$ cat src/hdl/ipd_pkg.sv
// shared types and constants of the ir pulse distance decoder
`timescale 1ns / 1ps

package ipd_pkg;

   // input transaction: one pin edge
   typedef struct packed {
      logic        level;
      logic [31:0] time_us;
   } req_type;

   // result transaction: repeat flag and decoded key
   typedef struct packed {
      logic       is_repeat;
      logic [7:0] key_code;
   } rsp_type;

   // configuration register indexes (byte address is 4 * index)
   localparam int unsigned RegCount      = 2;
   localparam int unsigned AddrWidth     = 3;
   localparam logic        RegOwnAddress = 1'b0;
   localparam logic        RegPulseUnit  = 1'b1;

   // register reset values
   localparam logic [15:0] OwnAddressReset = 16'd0;
   localparam logic [11:0] PulseUnitReset  = 12'd560;

   // frame layout
   localparam logic [5:0] FrameBits = 6'd32;
   localparam logic [7:0] CmdCheck  = 8'hff;

   // tolerance multipliers, already scaled: 20 percent compares 5*d with 4T..6T,
   // 10 percent compares 10*d with 9T..11T
   localparam logic [6:0] Lo20Unit1  = 7'd4;
   localparam logic [6:0] Hi20Unit1  = 7'd6;
   localparam logic [6:0] Lo20Unit3  = 7'd12;
   localparam logic [6:0] Hi20Unit3  = 7'd18;
   localparam logic [6:0] Lo20Unit8  = 7'd32;
   localparam logic [6:0] Hi20Unit8  = 7'd48;
   localparam logic [6:0] Lo20Unit16 = 7'd64;
   localparam logic [6:0] Hi20Unit16 = 7'd96;
   localparam logic [6:0] Lo10Unit4  = 7'd36;
   localparam logic [6:0] Hi10Unit4  = 7'd44;

endpackage

$ cat src/hdl/ir_pulse_distance_decoder.sv
// ir pulse distance decoder: edge timing classification, frame shift and key check
// result path: an accepted edge transaction is held in the input register, and its result in the result register
// throughput: one edge transaction per cycle, set by the single compute stage
//   between the input register and the result register; stalls only when a
//   finished result is held by rsp_stall and the next edge is in the input register
// reset: synchronous, clears timestamps, start flag, shift word, bit count and
//   both pipeline valids; own_address resets to 0 and pulse_unit_us to 560
`timescale 1ns / 1ps

module ir_pulse_distance_decoder (
   input  logic                           clock,
   input  logic                           reset,
   // edge input channel
   input  logic                           req_valid,
   output logic                           req_stall,
   input  ipd_pkg::req_type               req_payload,
   // result channel
   output logic                           rsp_valid,
   input  logic                           rsp_stall,
   output ipd_pkg::rsp_type               rsp_payload,
   // configuration port
   input  logic                           psel,
   input  logic                           penable,
   input  logic                           pwrite,
   input  logic [ipd_pkg::AddrWidth-1:0]  paddr,
   input  logic [31:0]                    pwdata,
   output logic [31:0]                    prdata,
   output logic                           pready
);

   // registers
   logic [15:0]      own_address_ff;
   logic [11:0]      pulse_unit_ff;
   logic             in_valid_ff, in_valid_in;
   ipd_pkg::req_type in_ff;
   logic             rsp_valid_ff, rsp_valid_in;
   ipd_pkg::rsp_type rsp_ff, rsp_in;
   logic [31:0]      last_fall_ff, last_fall_in;
   logic [31:0]      last_rise_ff, last_rise_in;
   logic             start_seen_ff, start_seen_in;
   logic [31:0]      shift_ff, shift_in;
   logic [5:0]       bits_ff, bits_in;

   logic accept;
   logic fire;
   logic cfg_write;

   // compute stage signals
   logic [31:0] dur;
   logic [35:0] dur5;
   logic [35:0] dur10;
   logic        is_start;
   logic        is_rep_gap;
   logic        is_zero;
   logic        is_one;
   logic        is_frame;
   logic        rep_hit;
   logic [5:0]  bits_base;
   logic [5:0]  bits_step;
   logic [31:0] shift_step;
   logic        key_hit;
   logic        produce;

   // scaled window test: lo*U <= dscaled <= hi*U
   function automatic logic in_band(input logic [35:0] dscaled, input logic [11:0] unit,
                                    input logic [6:0] lo, input logic [6:0] hi);
      logic [35:0] u;
      u = {24'b0, unit};
      return (dscaled >= u * {29'b0, lo}) && (dscaled <= u * {29'b0, hi});
   endfunction

   // bit reversal of a byte
   function automatic logic [7:0] reverse8(input logic [7:0] v);
      logic [7:0] r;
      for (int i = 0; i < 8; i++) begin
         r[i] = v[7-i];
      end
      return r;
   endfunction

   // handshakes
   assign fire      = in_valid_ff && !(rsp_valid_ff && rsp_stall);
   assign req_stall = in_valid_ff && !fire;
   assign accept    = req_valid && !req_stall;
   assign cfg_write = psel && penable && pwrite && pready;
   assign pready    = 1'b1;

   // register read
   always_comb begin
      case (paddr[2])
         ipd_pkg::RegOwnAddress: prdata = {16'b0, own_address_ff};
         ipd_pkg::RegPulseUnit:  prdata = {20'b0, pulse_unit_ff};
         default:                prdata = 32'b0;
      endcase
   end

   // duration and window classification
   always_comb begin
      dur        = in_ff.level ? (in_ff.time_us - last_fall_ff) : (in_ff.time_us - last_rise_ff);
      dur5       = {4'b0, dur} * 36'd5;
      dur10      = {4'b0, dur} * 36'd10;
      is_start   = in_band(dur5, pulse_unit_ff, ipd_pkg::Lo20Unit16, ipd_pkg::Hi20Unit16);
      is_rep_gap = in_band(dur10, pulse_unit_ff, ipd_pkg::Lo10Unit4, ipd_pkg::Hi10Unit4);
      is_zero    = in_band(dur5, pulse_unit_ff, ipd_pkg::Lo20Unit1, ipd_pkg::Hi20Unit1);
      is_one     = in_band(dur5, pulse_unit_ff, ipd_pkg::Lo20Unit3, ipd_pkg::Hi20Unit3);
      is_frame   = in_band(dur5, pulse_unit_ff, ipd_pkg::Lo20Unit8, ipd_pkg::Hi20Unit8);
   end

   // falling edge: repeat, bit shift, frame check
   always_comb begin
      rep_hit    = is_rep_gap && start_seen_ff;
      bits_base  = rep_hit ? 6'd0 : bits_ff;
      bits_step  = bits_base;
      shift_step = shift_ff;
      if (is_zero) begin
         shift_step = {shift_ff[30:0], 1'b0};
         bits_step  = bits_base + 6'd1;
      end else if (is_one) begin
         shift_step = {shift_ff[30:0], 1'b1};
         bits_step  = bits_base + 6'd1;
      end else if (is_frame) begin
         shift_step = 32'b0;
         bits_step  = 6'd0;
      end
      key_hit = (bits_step == ipd_pkg::FrameBits) && (shift_step[31:16] == own_address_ff)
                && ((shift_step[15:8] ^ shift_step[7:0]) == ipd_pkg::CmdCheck);
   end

   // next state of the decoder and result slot
   always_comb begin
      last_fall_in  = last_fall_ff;
      last_rise_in  = last_rise_ff;
      start_seen_in = start_seen_ff;
      shift_in      = shift_ff;
      bits_in       = bits_ff;
      produce       = 1'b0;
      rsp_in        = rsp_ff;
      if (fire) begin
         if (in_ff.level) begin
            last_rise_in  = in_ff.time_us;
            start_seen_in = is_start;
         end else begin
            last_fall_in = in_ff.time_us;
            shift_in     = shift_step;
            bits_in      = (bits_step == ipd_pkg::FrameBits) ? 6'd0 : bits_step;
            if (key_hit) begin
               produce            = 1'b1;
               rsp_in.is_repeat   = 1'b0;
               rsp_in.key_code    = reverse8(shift_step[15:8]);
            end else if (rep_hit) begin
               produce            = 1'b1;
               rsp_in.is_repeat   = 1'b1;
               rsp_in.key_code    = 8'd0;
            end
         end
      end
      rsp_valid_in = fire ? produce : (rsp_valid_ff && rsp_stall);
      in_valid_in  = accept || (in_valid_ff && !fire);
   end

   // control and state registers
   always_ff @(posedge clock) begin
      if (reset) begin
         own_address_ff <= ipd_pkg::OwnAddressReset;
         pulse_unit_ff  <= ipd_pkg::PulseUnitReset;
         in_valid_ff    <= 1'b0;
         rsp_valid_ff   <= 1'b0;
         last_fall_ff   <= 32'b0;
         last_rise_ff   <= 32'b0;
         start_seen_ff  <= 1'b0;
         shift_ff       <= 32'b0;
         bits_ff        <= 6'b0;
      end else begin
         if (cfg_write) begin
            case (paddr[2])
               ipd_pkg::RegOwnAddress: own_address_ff <= pwdata[15:0];
               ipd_pkg::RegPulseUnit:  pulse_unit_ff  <= pwdata[11:0];
               default: ;
            endcase
         end
         in_valid_ff   <= in_valid_in;
         rsp_valid_ff  <= rsp_valid_in;
         last_fall_ff  <= last_fall_in;
         last_rise_ff  <= last_rise_in;
         start_seen_ff <= start_seen_in;
         shift_ff      <= shift_in;
         bits_ff       <= bits_in;
      end
   end

   // payload registers
   always_ff @(posedge clock) begin
      if (accept) begin
         in_ff <= req_payload;
      end
      rsp_ff <= rsp_in;
   end

   assign rsp_valid   = rsp_valid_ff;
   assign rsp_payload = rsp_ff;

   // a repeat result always carries a zero key
   a_repeat_zero_key: assert property (@(posedge clock) disable iff (reset)
      rsp_valid_ff && rsp_ff.is_repeat |-> rsp_ff.key_code == 8'd0)
      else $error("repeat result with nonzero key");

   // bit count is cleared whenever a full frame is reached
   a_bits_below_frame: assert property (@(posedge clock) disable iff (reset)
      bits_ff < ipd_pkg::FrameBits)
      else $error("bit count left at or above frame length");

   // the input side stalls only while the input register is occupied
   a_stall_needs_item: assert property (@(posedge clock) disable iff (reset)
      req_stall |-> in_valid_ff)
      else $error("stall with empty input register");

   // a rising edge never leaves a result behind
   a_rise_no_result: assert property (@(posedge clock) disable iff (reset)
      fire && in_ff.level |=> !rsp_valid_ff)
      else $error("rising edge produced a result");

   // an accepted transaction is held in the input register next cycle
   a_accept_loads: assert property (@(posedge clock) disable iff (reset)
      accept |=> in_valid_ff)
      else $error("accepted transaction lost");

endmodule
$ cat config.mk
export PLATFORM = sky130hd
export DESIGN_NAME = ir_pulse_distance_decoder
export DESIGN_NICKNAME = d
export VERILOG_FILES = /design/src/hdl/ipd_pkg.sv /design/src/hdl/ir_pulse_distance_decoder.sv
export SDC_FILE = /design/constraint.sdc
export NUM_CORES = 1
export LEC_CHECK = 0
export BUFFER_PORTS_ARGS = -buffer_cell sky130_fd_sc_hd__buf_2
export CAP_MARGIN = 15
export CORE_ASPECT_RATIO = 0.5
export CORE_MARGIN = 4
export CORE_UTILIZATION = 45
export DETAILED_ROUTE_END_ITERATION = 10
export SYNTH_ARGS = -nofsm -noshare
export SYNTH_HDL_FRONTEND = slang
export SYNTH_SLANG_ARGS = --single-unit
$ cat constraint.sdc
create_clock -name clock -period 9.6 [get_ports clock]
set_input_delay 0.96 -clock clock [delete_from_list [all_inputs] [get_ports clock]]
set_output_delay 0.96 -clock clock [all_outputs]
set_load 0.03 [all_outputs]
==> results.toml, run 1 <==
[worst_setup_path]
r2r_start = "in_ff[32]$_DFFE_PP_"
reg2reg_to = "rsp_payload[7]$_SDFFCE_PN0P_"
slowest_delay_ns = 0.59
endpoint_kind = "register"
reg2reg_depth = 35
reg2reg_slack_ns = 0.40
crit_fanout = 13
worst-setup-path-type = "reg -> reg"
arrival_ns = 9.38
critPathSlowestCell = "or4_4"
start_kind = "register"
cp.required_ns = 9.78

[yosys]
synth_edf_count = 42
synthTopCellsByCount = "331 x nand2_1, 268 x ha_1, 242 x a21oi_1"
syn_inst = 2039
netlist_top_cells_area = "ha_1 21%, dfxtp_1 16%, edfxtp_1 7.7%, nand2_1 7.6%, a21oi_1 7.4%"
yosysTopAreaCellShare_pct = 20.5
ys_types = 79
ys_warn_count = 0
synth_most_common_cell = "nand2_1"
synth_top_area_cell = "ha_1"
synth-main-ff-cell = "dfxtp_1"
ys_async_sr_fraction_pct = 0
seq_area_frac_synth_pct = 24.0
syn_area_per_cell_um2 = 8.02
syn_area_um2 = 16300
synth_seq_cells = 175

[cts]
cts-root-buf = "clkbuf_16"
cts_sinks = 175
clkLatencyLatePin_ns = 0.46
path_clk_slew_ns = 0.08
cts_tree = "done"
cts_hold_buffers = 0
numCtsBuffers = 17
h-tree-depth = 4
ctsLongestPathBuffers = 2

[cells_and_area]
final_layout_size_suffix_gt1_share_pct = 10.8
final_nets = 2491
areaGrowthSynthToFinish_pct = 11.5
antenna_cells = 0

[global_routing]
grt_pass1_wl_um = 74900
grt_usage_pct = 23.3
grt_start_max_net_pins = 90
grt_overflow = 0
grt_pass1_vias = 14100
antenna_found_initial = 0

[die]
ios = 119
die_w_um = 278
initial_utilization_pct = 45.6
core_region_area_um2 = 35900
fp.dieH_um = 143
rows = 49
die-area_um2 = 39600

[power_and_ir_drop]
peakVddDrop_v = 0.000146
powerDensity_nw_per_um2 = 298
p_leak_nw = 7.71

[flow_run]
max-cap-violations = 0

[place]
dp_hpwl_um = 35700
port_buffers = 83
gp_congestion = 0.947

[timing]
fin_crit_ns = 9.20
worst_hold_slack_ns = 0.456
tightest_slew_ns = 1.06
setup_tns_ns = 0
skew_ns = 0.0176
slew_headroom_pct = 29.3
setup_violations = 0
hold_viol_final = 0
final-max-slew-violation-count = 0
period_share_pct = 95.8
fmax_mhz = 109

[run_status]
outcome = "complete, no violations"

[route]
detail-route-antenna-nets = 0
firstDrtPassIters = 5
drt_iter0_drc = 1048
viasPerCell = 5.67
wl_per_cell_um = 17.8
routed_wl_um = 46800
vias = 14900
drc = 0

[worst_hold_path]
whs_endpoint = "last_rise_ff[10]$_SDFFE_PP0P_"
holdCritStartpoint = "last_rise_ff[10]$_SDFFE_PP0P_"
worst_hold_path_type = "reg -> reg"
whs_path_depth = 2
## through the flow
stage                     power [mW]  cell area (um^2)  setup slack, ns  utilization, %  cells
final                           5.43             18200            0.399            50.8   2632
after global routing            5.94             18200          -0.0272            50.8   2632
after CTS                       5.39             18100           0.0451            50.5   2626
after detailed placement        4.63             17500            0.110            48.8   2594
after global placement          4.59             17500            0.146            48.8   2594
after floorplan                 3.45             16400            0.222               -   2054
## repair_timing
| action | in CTS | in global routing |
|---|---|---|
| endpoints found under the setup margin | 0 | 19 |
| buffers inserted | 0 | 6 |
| gates resized for setup | 0 | 14 |
## sequential cells by signal (all words and copies together) (netlist names)
signal          cells
last_rise_ff       32
shift_ff           32
in_ff              33
pulse_unit_ff      12
start_seen_ff       1
in_valid_ff         1
rsp_payload         9
own_address_ff     16
last_fall_ff       32
rsp_valid           1
bits_ff             6
## power breakdown
group	total, mW	switching, mW	internal [mW]
registers	0.803	0.0236	0.780
clock network	0.735	0.376	0.359
logic	3.89	2.33	1.57
## worst max-delay path: cells and delay by family (launching register included)
kind,cells,cell delay (ns)
fa+ha+maj,4,1.17
simple gates,10,3.24
buf+inv,4,0.67
compound gates,13,2.51
xor+xnor,2,0.34
flops,1,0.37
mux,2,0.56
## how the worst max path moves through the flow
stage | startpoint | end | slack (ns) | cells past startpoint
global placement | in_ff[32]$_DFFE_PP_ | rsp_payload[2]$_SDFFCE_PN0P_ | 0.15 | 35
detailed placement | in_ff[32]$_DFFE_PP_ | rsp_payload[2]$_SDFFCE_PN0P_ | 0.11 | 35
floorplan | in_ff[32]$_DFFE_PP_ | rsp_payload[0]$_SDFFCE_PN0P_ | 0.22 | 38
CTS | in_ff[32]$_DFFE_PP_ | rsp_payload[2]$_SDFFCE_PN0P_ | 0.05 | 35
finish | in_ff[32]$_DFFE_PP_ | rsp_payload[7]$_SDFFCE_PN0P_ | 0.40 | 35
global route | in_ff[32]$_DFFE_PP_ | rsp_payload[2]$_SDFFCE_PN0P_ | -0.03 | 36
## final cells by class
cell class / count / area, um^2
clock inverters: 15 / 194
repair buffers: 148 / 931
multi-input cells: 1674 / 11700
fillers: 3518 / 17600
clock buffers: 17 / 425
flip-flops and latches: 175 / 3920
inverters: 119 / 447
well taps: 484 / 606
## layer usage
| layer | global-route usage, % | vias up | part of all wire [%] |
|---|---|---|---|
| met1 | 32.3 | 7057 | 49 |
| met2 | 38.7 | 304 | 45 |
| li1 | - | 7520 | - |
| met3 | 3.56 | 45 | 3.9 |
| met5 | 0 | - | 0 |
| met4 | 5.09 | 0 | 1.6 |
## placed cells by master (no fill, tap or decap), drive strengths merged, types with 17 or more instances in the layout
master and n:
ha 268, clkbuf 17, a21oi 251, nand2 331, xor2 21, o21ai 85
edfxtp 42, nand2b 24, o21bai 17, o21a 30, nor4 22, and3 17
dfxtp 133, inv 129, nand4 37, a21o 43, xnor2 66, buf 148
conb 17, nor3 25, nand3 51, nor2 96, nor2b 29, mux2i 41
## cell families (layout without fill, tap and decap cells)
kind of cell | count (synthesis) | count (layout) | synth area share, %
other cells | 2 | 17 | 0.0459
flops | 175 | 175 | 24.0
compound gates | 555 | 555 | 21.1
fa+ha+maj | 281 | 281 | 22.1
buf+inv | 205 | 299 | 5.24
mux | 49 | 49 | 3.06
xor+xnor | 87 | 87 | 4.66
simple gates | 685 | 685 | 19.7
No activity file was read; power rests on OpenSTA's default activity.
==> run 2: changes to the inputs <==
--- a/config.mk
+++ b/config.mk
@@ -5,12 +5,13 @@
 export SDC_FILE = /design/constraint.sdc
 export NUM_CORES = 1
 export LEC_CHECK = 0
-export BUFFER_PORTS_ARGS = -buffer_cell sky130_fd_sc_hd__buf_2
+export BUFFER_PORTS_ARGS = -buffer_cell sky130_fd_sc_hd__clkbuf_2
 export CAP_MARGIN = 15
 export CORE_ASPECT_RATIO = 0.5
 export CORE_MARGIN = 4
 export CORE_UTILIZATION = 45
 export DETAILED_ROUTE_END_ITERATION = 10
+export SKIP_CTS_REPAIR_TIMING = 1
 export SYNTH_ARGS = -nofsm -noshare
 export SYNTH_HDL_FRONTEND = slang
 export SYNTH_SLANG_ARGS = --single-unit
==> run 2 against run 1 <==
  * Non-clock buffer count is 3 higher
  * Via count hardly changed
  * Cell count is 0.11% higher
  * Clock-buffer cell count stayed put
  * Register-to-register slack worse by 0.02 ns
  * Clock power is 1% lower
  * Global-route usage hardly changed
  * Maximum frequency is 0.20% lower
  * Sequential power hardly changed
  * Highest routed layer unchanged
==> results.toml, run 2 (synthesis gave the netlist of run 1 again) <==
[worst_setup_path]
endpoint_kind = "register"
arrival_ns = 9.39
crit_fanout = 9
worst-setup-path-type = "reg -> reg"
cp.required_ns = 9.77
critPathSlowestCell = "or4_4"
start_kind = "register"
slowest_delay_ns = 0.60
cp_common_cell = "ha_1"

[power_and_ir_drop]
switching_share_pct = 49.7
peakVddDrop_v = 0.000162
sequentialPowerShare_pct = 14.8
finalPower_mw = 5.43
p_leak_nw = 7.75
powerDensity_nw_per_um2 = 297
p_clk_share_pct = 13.4
switchingPower_mw = 2.70
combPwrFrac_pct = 71.8
p_int_mw = 2.73

[route]
firstDrtPassIters = 6
viasPerCell = 5.67
drc = 0
routed_wl_um = 46600
wl_per_cell_um = 17.7
detail-route-antenna-nets = 0
drt_iter0_drc = 1118
vias = 14900

[cells_and_area]
mostFrequentLayoutCells = "331 x nand2_1, 267 x ha_1, 239 x a21oi_1, 133 x dfxtp_1, 119 x inv_1"
antenna_cells = 0
final_util_pct = 51.0
final_layout_size_suffix_gt1_share_pct = 10.9
regMostFlops = "in_ff"
final_nets = 2494
finalInstanceArea_um2 = 18300
layout_commonest_cell = "nand2_1"
areaGrowthSynthToFinish_pct = 11.9
largest_reg_flops = 33

[timing]
setup_violations = 0
hold_viol_final = 0
fin_crit_ns = 9.22
fmax_mhz = 108
final-max-slew-violation-count = 0
tightest_slew_ns = 1.04
worst_hold_slack_ns = 0.453
rsz0062_at_grt = "yes"
period_share_pct = 96.0
skew_ns = 0.0126
slew_headroom_pct = 29.9

[cts]
cts_sinks = 175
h-tree-depth = 4
path_clk_slew_ns = 0.07
clkLatencyLatePin_ns = 0.46
cts-root-buf = "clkbuf_16"
ctsLongestPathBuffers = 2
numCtsBuffers = 17
cts_tree = "done"

[place]
dp_hpwl_um = 35600
gp_congestion = 0.930
port_buffers = 83
place_area_um2 = 17500

[worst_hold_path]
worst_hold_path_type = "reg -> reg"

[die]
core_region_area_um2 = 35900
die-area_um2 = 39600
fp.dieH_um = 143
die_w_um = 278
rows = 49
initial_utilization_pct = 45.6
ios = 119

[global_routing]
grt_pass1_vias = 14000
grt_start_max_net_pins = 85
grt_usage_pct = 23.3
antenna_found_initial = 0
grt_overflow = 0
grt_pass1_wl_um = 74900

[run_status]
outcome = "complete, no violations"

[flow_run]
max-cap-violations = 0
-- run 2: path summary, 6_finish.rpt --
kind,start,to,slack (ns),depth (start not counted)
max,in_ff[32]$_DFFE_PP_,rsp_payload[0]$_SDFFCE_PN0P_,0.38,35
min,last_rise_ff[12]$_SDFFE_PP0P_,last_rise_ff[12]$_SDFFE_PP0P_,0.45,2
max reg2reg,in_ff[32]$_DFFE_PP_,rsp_payload[0]$_SDFFCE_PN0P_,0.38,35
min reg2reg,last_rise_ff[12]$_SDFFE_PP0P_,last_rise_ff[12]$_SDFFE_PP0P_,0.45,2
-- run 2: power groups by stage --
stage,Sequential (mW),Clock (mW),Combinational [mW]
after floorplan,0.811,0,2.64
after global placement,0.821,0,3.76
after detailed placement,0.821,0,3.78
after CTS,0.804,0.748,3.80
after global routing,0.807,0.778,4.38
final,0.804,0.728,3.90
-- run 2: final cells by class --
type | instances | area, um^2
timing repair buffer | 151 | 975
fill | 3558 | 17600
sequential | 175 | 3920
clock buffer | 17 | 425
clock inverter | 15 | 191
multi-input combinational | 1674 | 11700
inverter | 119 | 447
tap | 484 | 606
-- run 2: critical path, delay by kind of cell, from the launching register on --
| family | cells | cell delay (ns) |
|---|---|---|
| fa+ha+maj | 4 | 1.17 |
| simple gates | 10 | 3.30 |
| flops | 1 | 0.43 |
| buf+inv | 4 | 0.65 |
| xor+xnor | 2 | 0.37 |
| mux | 2 | 0.58 |
| compound gates | 13 | 2.42 |
-- run 2: through the flow --
stage | worst slack [ns] | cells | setup TNS [ns]
6_report | 0.381 | 2635 | 0
3_3_place_gp | -0.0285 | 2591 | -0.255
4_1_cts | -0.0812 | 2623 | -0.682
2_1_floorplan | 0.222 | 2054 | 0
3_5_place_dp | -0.0269 | 2591 | -0.240
5_1_grt | -0.0766 | 2635 | -0.610
-- run 2: per-layer routing --
metal	vias up	part of all wire [%]	track usage [%]
li1	7519	-	-
met1	7038	49	32.4
met2	315	45	38.0
met3	63	4.5	3.84
met4	0	1.8	5.65
met5	-	0	0
